`src/design/assert_macros.svh`:
```
// Assertion macros used by the trainer top level.
`ifndef ASSERT_MACROS_SVH
`define ASSERT_MACROS_SVH

// Clocked assertion that is switched off while reset is held.
`define ASSERT_CLK(lbl, clk, rst_n, prop) \
  lbl: assert property (@(posedge clk) disable iff (!rst_n) (prop)) \
    else $error("assertion failed");

// Clocked assertion that is checked during reset as well.
`define ASSERT_CLK_ALWAYS(lbl, clk, prop) \
  lbl: assert property (@(posedge clk) (prop)) \
    else $error("assertion failed");

`endif

```
`src/design/psvm_ram.sv`:
```
// Generic single write port, single read port RAM with registered read data.
module psvm_ram #(
  parameter int WIDTH = 16,
  parameter int DEPTH = 64
) (
  input  logic                                   clk,
  input  logic                                   we,
  input  logic [(DEPTH > 1 ? $clog2(DEPTH) : 1)-1:0] waddr,
  input  logic [WIDTH-1:0]                       wdata,
  input  logic [(DEPTH > 1 ? $clog2(DEPTH) : 1)-1:0] raddr,
  output logic [WIDTH-1:0]                       rdata
);

  logic [WIDTH-1:0] mem [DEPTH];

  always_ff @(posedge clk) begin
    if (we) begin
      mem[waddr] <= wdata;
    end
    rdata <= mem[raddr];
  end

endmodule

```
`config.mk`:
```
export PLATFORM = sky130hd
export DESIGN_NAME = psvm_ram
export DESIGN_NICKNAME = d
export VERILOG_FILES = /design/src/design/assert_macros.svh /design/src/design/psvm_ram.sv
export SDC_FILE = /design/constraint.sdc
export NUM_CORES = 1
export LEC_CHECK = 0
export BUFFER_PORTS_ARGS = -buffer_cell sky130_fd_sc_hd__buf_2
export CORE_MARGIN = 10
export CORE_UTILIZATION = 60
export DETAILED_ROUTE_END_ITERATION = 16
export PLACE_DENSITY = 0.73
export SLEW_MARGIN = 20
export SYNTH_ARGS = -nofsm -noshare
export SYNTH_HDL_FRONTEND = slang
export SYNTH_SLANG_ARGS = --single-unit
```
`constraint.sdc`:
```
create_clock -name clk -period 4.77 [get_ports clk]
set_clock_uncertainty 0.2 [all_clocks]
set_input_delay 0.477 -clock clk [delete_from_list [all_inputs] [get_ports clk]]
set_output_delay 0.477 -clock clk [all_outputs]
set_load 0.02 [all_outputs]
```
==> impl_metrics.tcl <==
set metrics [dict create \
    drc 0 \
    grt_first_pass_wirelength_um 135700 \
    dr_total_vias 19260 \
    grt_use_total 0.2404 \
    insertion_delay_ns 0.67 \
    hold_ws_ns 0.1939 \
    regArea_sq_mm 0.03107 \
    netlist_area_sq_mm 0.04004 \
    worstPathRequired_ns 5.07 \
    drtIter0Drc 2595 \
    cts.sinks 1040 \
    crit_fanout 46 \
    max-vdd-ir-drop_mv 0.3783 \
    fin_util 0.6796 \
    hold_viol 0 \
    setup_slack_ns 2.033 \
    drv_slew 0 \
    cap_violations 0 \
    clk_pin_slew_ns 0.06 \
    core-area_sq_mm 0.06598 \
    ys_ff_latch 1040 \
    die-area_sq_mm 0.07747 \
    rsz0062_at_grt "no" \
    die_x_um 278.3 \
    wirelength_um 91540 \
    avgSynthCellArea_sq_um 21.89 \
    dpl.cell_count 2733 \
    period_needed_ns 2.737 \
    grt_pass1_vias 19750 \
    rows 94 \
    endpoint_kind "flip-flop" \
    cts_buffers 100 \
    final_nets 2001 \
    syn_to_final_growth_pct 11.98 \
    grt_max_degree 85 \
    ant_nets 0 \
    grt-ovfl-total 0 \
    synthArstFlopShare 0 \
    nFillCells 4011 \
    clock_path_buffers 3 \
    p_leak_nw 14.28 \
    gp_congestion 0.8439 \
    multi_input_area_sq_mm 0.008292 \
    power_mw 19.03 \
    clockRootBuffer "clkbuf_16" \
    initial_core_util 0.6069 \
    synth_flop_cell "edfxtp_1" \
    vias_per_cell 6.594 \
    hold_class "in -> reg" \
    h-tree-depth 3 \
    drive_gt1_frac 0.2708 \
    layout_common_cells "1024 x edfxtp_1, 220 x mux4_2, 103 x clkbuf_16, 94 x buf_4, 85 x mux2i_1" \
    postCtsResizedCells 0 \
    hold_buffers 0 \
    power_density_mw_per_mm2 424.4 \
    cts_tree "built" \
    syn_nets 1859 \
    fin_crit_sh 0.5738 \
    start_kind "input pin" \
    hpwl_um 52830 \
    postLayoutCellArea_sq_mm 0.04484 \
    syn-instance-count 1829 \
    antenna_found_initial 10 \
    fin_tns_setup_ns 0 \
    io-pin-count 46 \
    postPlaceCellArea_sq_mm 0.04152 \
    io_buffers 45 \
    routedWlPerCell_um 31.35 \
    final_cells 2920 \
    critical_path_class "in -> reg" \
    synth_edf_count 1024 \
    status "complete, no violations" \
    cts_setup_buffers 0 \
    ys_types 43 \
    relSlewSlack 0.2380 \
    seq_area_frac_synth 0.7759 \
    drtPass1Iterations 5 \
    final_common_cell "edfxtp_1" \
    arrival_ns 3.04 \
    die_h_um 278.3 \
    setup_violations 0 \
    dp_worst_setup_slack_ns 1.341 \
    clock.fmax_ghz 0.3654 \
    synth_warnings 0 \
    worst_pin_slew_ns 1.138 \
]
==> registers in the layout, summed over array words and instances, names as in the netlist <==
register and flops:
rdata 16, mem 1024
==> cell usage after synthesis (4+ instances only) <==
| cell | count | share of area |
|---|---|---|
| mux2_2 | 27 | 0.0076 |
| a211oi_1 | 8 | 0.0015 |
| a22o_1 | 6 | 0.0013 |
| dfxtp_1 | 16 | 0.0080 |
| nor2_1 | 72 | 0.0067 |
| mux4_1 | 4 | 0.0026 |
| mux4_2 | 220 | 0.12 |
| a311oi_1 | 8 | 0.0017 |
| edfxtp_1 | 1024 | 0.77 |
| buf_12 | 5 | 0.0025 |
| nand4_1 | 12 | 0.0019 |
| nand3_1 | 24 | 0.0030 |
| o21ai_0 | 5 | 0.00062 |
| a211o_1 | 8 | 0.0017 |
| and4_1 | 5 | 0.0011 |
| a221oi_1 | 16 | 0.0035 |
| mux2i_1 | 85 | 0.021 |
| buf_2 | 36 | 0.0045 |
| nand2_1 | 59 | 0.0055 |
| a31oi_1 | 8 | 0.0012 |
| a221o_1 | 6 | 0.0015 |
| buf_6 | 17 | 0.0048 |
| nor2b_1 | 30 | 0.0047 |
| a41oi_1 | 5 | 0.0011 |
| a22oi_1 | 39 | 0.0073 |
| buf_4 | 13 | 0.0024 |
| clkbuf_1 | 24 | 0.0022 |
| a21oi_1 | 17 | 0.0021 |
==> critical path, stage by stage <==
cell	delay, ns
buf_8	0.42
buf_12	0.39
mux4_1	0.64
mux2_2	0.31
a21oi_1	0.62
nor4_2	0.09
==> worst paths after layout <==
check	startpoint	to	slack, ns	cells after the start
max	raddr[0]	rdata[7]$_DFF_P_	2.03	6
min	wdata[15]	mem[46][15]$_DFFE_PP_	0.19	1
max reg2reg	mem[51][7]$_DFFE_PP_	rdata[7]$_DFF_P_	2.49	4
min reg2reg	mem[40][9]$_DFFE_PP_	rdata[9]$_DFF_P_	0.67	4
==> routing by layer <==
layer	share of wire	vias to the layer above	global-route usage	wire, um
met1	0.37	10070	0.3316	34190
li1	-	7968	-	-
met2	0.49	1028	0.3779	44690
met3	0.10	178	0.05113	9403
met5	0.00063	-	0	58
met4	0.035	8	0.09044	3194
==> logic make-up (layout without fill, tap and decap cells) <==
group | after synthesis | count (layout) | synth area share
AO/OA/AOI/OAI | 129 | 129 | 0.02409
AND/OR/NAND/NOR | 220 | 220 | 0.02647
other | 0 | 3 | 0
flip-flops | 1040 | 1040 | 0.7759
buffers and inverters | 104 | 328 | 0.01831
multiplexers | 336 | 336 | 0.1552
==> power breakdown <==
part           internal [mW]  switching, mW
Clock                   4.65           3.29
Sequential              10.1         0.0453
Combinational          0.333          0.595
Total                   15.1           3.94
==> area by class of cell <==
class                      instances  share of cell area
sequential                      1040              0.6929
multi-input combinational        685              0.1849
tap                              864             0.02411
clock inverter                    65             0.01482
antenna                            3           0.0001674
timing repair buffer             144             0.02422
clock buffer                     119             0.05882
(Power assumes the default switching activity.)
