==> src/design/assert_macros.svh <==
// Assertion macros used by the trainer top level.
`ifndef ASSERT_MACROS_SVH
`define ASSERT_MACROS_SVH

// Clocked assertion that is switched off while reset is held.
`define ASSERT_CLK(lbl, clk, rst_n, prop) \
  lbl: assert property (@(posedge clk) disable iff (!rst_n) (prop)) \
    else $error("assertion failed");

// Clocked assertion that is checked during reset as well.
`define ASSERT_CLK_ALWAYS(lbl, clk, prop) \
  lbl: assert property (@(posedge clk) (prop)) \
    else $error("assertion failed");

`endif

==> src/design/psvm_pkg.sv <==
// Types, constants and register codes of the Pegasos linear SVM trainer.
package psvm_pkg;

  localparam int MAX_FEATURES_DEF = 64;
  localparam int MAX_BATCH_DEF    = 256;

  localparam int DIVIDEND_W = 64;
  localparam int DIVISOR_W  = 32;
  localparam int DIV_CNT_W  = 6;

  localparam int FEAT_W  = 16;
  localparam int WEIGHT_W = 32;
  localparam int SUM_W   = 24;
  localparam int DOT_W   = 48;

  localparam logic [8:0]  BATCH_SIZE_RST = 9'd1;
  localparam logic [31:0] LAMBDA_RST     = 32'd16777216;
  localparam logic [6:0]  FEAT_COUNT_RST = 7'd64;

  localparam logic signed [DOT_W-1:0] DOT_MAX = {1'b0, {(DOT_W-1){1'b1}}};
  localparam logic signed [DOT_W-1:0] DOT_MIN = {1'b1, {(DOT_W-1){1'b0}}};
  localparam logic signed [DOT_W-1:0] ONE_Q24 = 48'sd16777216;

  typedef enum logic [1:0] {
    REG_BATCH_SIZE = 2'd0,
    REG_LAMBDA     = 2'd1,
    REG_FEAT_COUNT = 2'd2
  } reg_idx_t;

  typedef enum logic [1:0] {
    DS_SHRINK = 2'd0,
    DS_LAMBDA = 2'd1,
    DS_STEP_T = 2'd2,
    DS_STEP_K = 2'd3
  } div_sel_t;

  typedef enum logic [3:0] {
    S_IDLE,
    S_MUL,
    S_ACC,
    S_FIN,
    S_SRD,
    S_SWR,
    S_BFILL,
    S_BRD,
    S_BLD,
    S_SHM,
    S_DST,
    S_DWT,
    S_BWR,
    S_OUT
  } state_t;

endpackage

==> src/design/psvm_div.sv <==
// Restoring unsigned divider that produces one quotient bit per cycle.
module psvm_div (
  input  logic                              clk,
  input  logic                              rst_n,
  input  logic                              start,
  input  logic [psvm_pkg::DIVIDEND_W-1:0]   dividend,
  input  logic [psvm_pkg::DIVISOR_W-1:0]    divisor,
  output logic                              busy,
  output logic                              done,
  output logic [psvm_pkg::DIVIDEND_W-1:0]   quotient
);
  import psvm_pkg::*;

  logic [DIVIDEND_W-1:0] q_r, q_nxt;
  logic [DIVISOR_W-1:0]  rem_r, rem_nxt;
  logic [DIVISOR_W-1:0]  dvs_r, dvs_nxt;
  logic [DIV_CNT_W-1:0]  cnt_r, cnt_nxt;
  logic                  busy_r, busy_nxt;
  logic                  done_r, done_nxt;
  logic [DIVISOR_W:0]    shifted;
  logic                  fits;

  always_comb begin
    shifted  = {rem_r, q_r[DIVIDEND_W-1]};
    fits     = shifted >= {1'b0, dvs_r};
    q_nxt    = q_r;
    rem_nxt  = rem_r;
    dvs_nxt  = dvs_r;
    cnt_nxt  = cnt_r;
    busy_nxt = busy_r;
    done_nxt = 1'b0;
    if (start) begin
      q_nxt    = dividend;
      rem_nxt  = '0;
      dvs_nxt  = divisor;
      cnt_nxt  = '0;
      busy_nxt = 1'b1;
    end else if (busy_r) begin
      q_nxt   = {q_r[DIVIDEND_W-2:0], fits};
      rem_nxt = fits ? DIVISOR_W'(shifted - {1'b0, dvs_r}) : shifted[DIVISOR_W-1:0];
      cnt_nxt = cnt_r + 1'b1;
      if (cnt_r == '1) begin
        busy_nxt = 1'b0;
        done_nxt = 1'b1;
      end
    end
  end

  always_ff @(posedge clk) begin
    if (!rst_n) begin
      busy_r <= 1'b0;
      done_r <= 1'b0;
      cnt_r  <= '0;
    end else begin
      busy_r <= busy_nxt;
      done_r <= done_nxt;
      cnt_r  <= cnt_nxt;
    end
    q_r   <= q_nxt;
    rem_r <= rem_nxt;
    dvs_r <= dvs_nxt;
  end

  assign busy     = busy_r;
  assign done     = done_r;
  assign quotient = q_r;

endmodule

==> config.mk <==
export PLATFORM = sky130hd
export DESIGN_NAME = psvm_div
export DESIGN_NICKNAME = d
export VERILOG_FILES = /design/src/design/assert_macros.svh /design/src/design/psvm_pkg.sv /design/src/design/psvm_div.sv
export SDC_FILE = /design/constraint.sdc
export NUM_CORES = 1
export LEC_CHECK = 0
export ABC_AREA = 1
export BUFFER_PORTS_ARGS = -buffer_cell sky130_fd_sc_hd__buf_4
export CAP_MARGIN = 5
export CORE_MARGIN = 10
export CORE_UTILIZATION = 60
export DETAILED_ROUTE_END_ITERATION = 12
export PLACE_DENSITY = 0.95
export SLEW_MARGIN = 10
export SYNTH_ARGS = -nofsm -noshare
export SYNTH_HDL_FRONTEND = slang
export SYNTH_SLANG_ARGS = --single-unit
==> constraint.sdc <==
create_clock -name clk -period 6.6 [get_ports clk]
set_clock_uncertainty 0.05 [all_clocks]
set_input_delay 0.99 -clock clk [delete_from_list [all_inputs] [get_ports clk]]
set_output_delay 0.99 -clock clk [all_outputs]
set_load 0.01 [all_outputs]
==> metrics.yaml <==
place_hpwl_um: 17300
fin_nets: 1403
maxCapViolations: 0
cts_max_path_buffers: 2
leakage_nw: 5.37
power.density_nw_per_um2: 228
num_vias: 7926
slowest_stage: "buf_4"
grt_max_degree: 83
path_class: "input pin to flip-flop"
final_common_cell: "nand2_1"
max_freq_mhz: 287
dp.cells: 1427
coreArea_um2: 13200
die_w_um: 136
cts_max_level: 4
clkTransAtPathRegs_ns: 0.06
stdcell_count: 1459
postCtsSetupBuffers: 0
synthToLayoutAreaGrowth_pct: 23.6
setup_viol: 0
cp_common_cell: "buf_4"
peakVddDrop_mv: 0.270
fp.dieArea_um2: 18500
slew_headroom: 0.260
finalWorstSetupSlack_ns: 3.12
finalCriticalPeriod_ns: 3.48
finalSetupTns_ns: 0
hold_buffers: 0
seq_area_um2: 3680
hold_violations: 0
cts_sinks: 136
tightest_slew_ns: 1.11
cts_tree: "done"
cp_cell_sequence: "buf_4 > buf_4 > nor2_1 > inv_2 > buf_4 > o211ai_1 > inv_1"
numPortBuffers: 164
rows: 42
synthDistinctLibCells: 31
yosysTopAreaCell: "edfxtp_1"
grt-ovfl-total: 0
wirelength_um: 25000
fillers: 936
multi_input_area_um2: 3590
insertion_delay_ns: 0.43
cpPeakStageDelay_ns: 0.77
cp_max_fo: 82
drt_iter0_drc: 792
required_ns: 6.92
utilization: 0.755
layout-drive-gt1-share: 0.168
ys_warn_count: 0
synth-seq-cells: 136
path_buf_inv: 5
place_area_um2: 9420
antenna_found_initial: 0
first_pass_iters: 6
cts_root_buf: "clkbuf_16"
crit_family: "buffers and inverters"
routabilityCongestion: 0.980
grt_pass1_wl_um: 39800
ios: 165
hold_path_class: "flip-flop to flip-flop"
final_cell_area_um2: 9990
grt_pass1_vias: 7904
endpoint_kind: "flip-flop"
cts-buffers-inserted: 17
hold_depth: 2
track_usage: 0.272
synth_top_area_frac: 0.357
drc: 0
grt_setup_unrepaired: "no"
n_antenna_cell: 0
whs_ns: 0.420
worstRegToRegCells: 13
syn_area_um2: 8080
cts_resized: 0
antenna_left: 0
synth_area_leaders: "edfxtp_1 (36%), nand2_1 (24%), dfxtp_1 (9.9%)"
syn_avg_cell_area_um2: 7.27
finalPower_mw: 2.28
r2r-end: "rem_r[23]$_SDFFE_PP0P_"
avgRoutedWirePerCell_um: 17.1
start_util: 0.610
fin_crit_sh: 0.528
post-place-ws_ns: 2.70
status: "complete, no violations"
startpoint_type: "input pin"
floorplan.die.height_um: 136
drv_slew: 0
reg2reg_slack_ns: 3.34
reg2reg_from: "dvs_r[18]$_DFFE_PP_"
min_from: "rem_r[25]$_SDFFE_PP0P_"
synth_nets: 1245
final_cell_mix: "nand2_1 (510), inv_1 (175), buf_4 (167)"
arrival_ns: 3.80
synth_sequential_area_ratio: 0.456
hold_path_end: "rem_r[25]$_SDFFE_PP0P_"
vias_per_cell: 5.43
synthCells: 1112
[sequential cells by signal, summed over array words and instances (netlist names)]
register / flops
cnt_r: 6
busy: 1
rem_r: 32
dvs_r: 32
quotient: 64
done: 1
[how the worst max path moves through the flow]
stage          start                      to  slack (ns)  depth (start not counted)
5_1_grt        start         busy$_SDFF_PN0_        2.86                          7
6_report       start         busy$_SDFF_PN0_        3.12                          7
3_5_place_dp   start  quotient[16]$_DFFE_PP_        2.70                          5
2_1_floorplan  start   quotient[0]$_DFFE_PP_        2.92                          3
4_1_cts        start   quotient[2]$_DFFE_PP_        3.16                          5
3_3_place_gp   start  quotient[14]$_DFFE_PP_        2.81                          5
[layout make-up]
type / instances / share of cell area
Sequential cell: 136 / 0.369
Multi-Input combinational cell: 770 / 0.360
Timing Repair Buffer: 167 / 0.125
Inverter: 178 / 0.0669
Clock buffer: 19 / 0.0453
Tap cell: 176 / 0.0220
Clock inverter: 13 / 0.0120
[power by group]
group / total (mW) / internal (mW) / switching, mW / leakage (nW)
clock: 0.936 / 0.541 / 0.394 / 0.288
combinational: 0.319 / 0.137 / 0.183 / 3.79
sequential: 1.02 / 0.987 / 0.0367 / 1.29
[cell families after synthesis]
| group | count (synthesis) | share of synthesized area |
|---|---|---|
| buf+inv | 206 | 0.0998 |
| flops | 136 | 0.456 |
| fa+ha+maj | 34 | 0.0536 |
| simple gates | 672 | 0.341 |
| xor+xnor | 15 | 0.0163 |
| compound gates | 49 | 0.0331 |
[cell usage after synthesis, drive strengths merged]
library cell and n:
a21oi 24, a31oi 1, and2 1, buf 21
clkbuf 7, dfxtp 40, edfxtp 96, fa 1
ha 33, inv 178, nand2 515, nand3 72
nand3b 23, nand4 3, nor2 53, nor3 5
o211ai 1, o21ai 20, o21bai 3, xnor2 14
xor2 1
[worst min-delay path: cells and delay by family (launching register included)]
family           cells  cell delay [ns]
DFF                  1             0.32
and+or+nand+nor      2             0.10
[routing by layer]
metal,track usage,up-vias,routed length (µm)
met2,0.462,430,12200
met4,0.0982,0,756
met3,0.105,71,2760
met1,0.303,3657,9330
met5,0,-,0
li1,-,3768,-
Power figures use the tool's default switching activity.
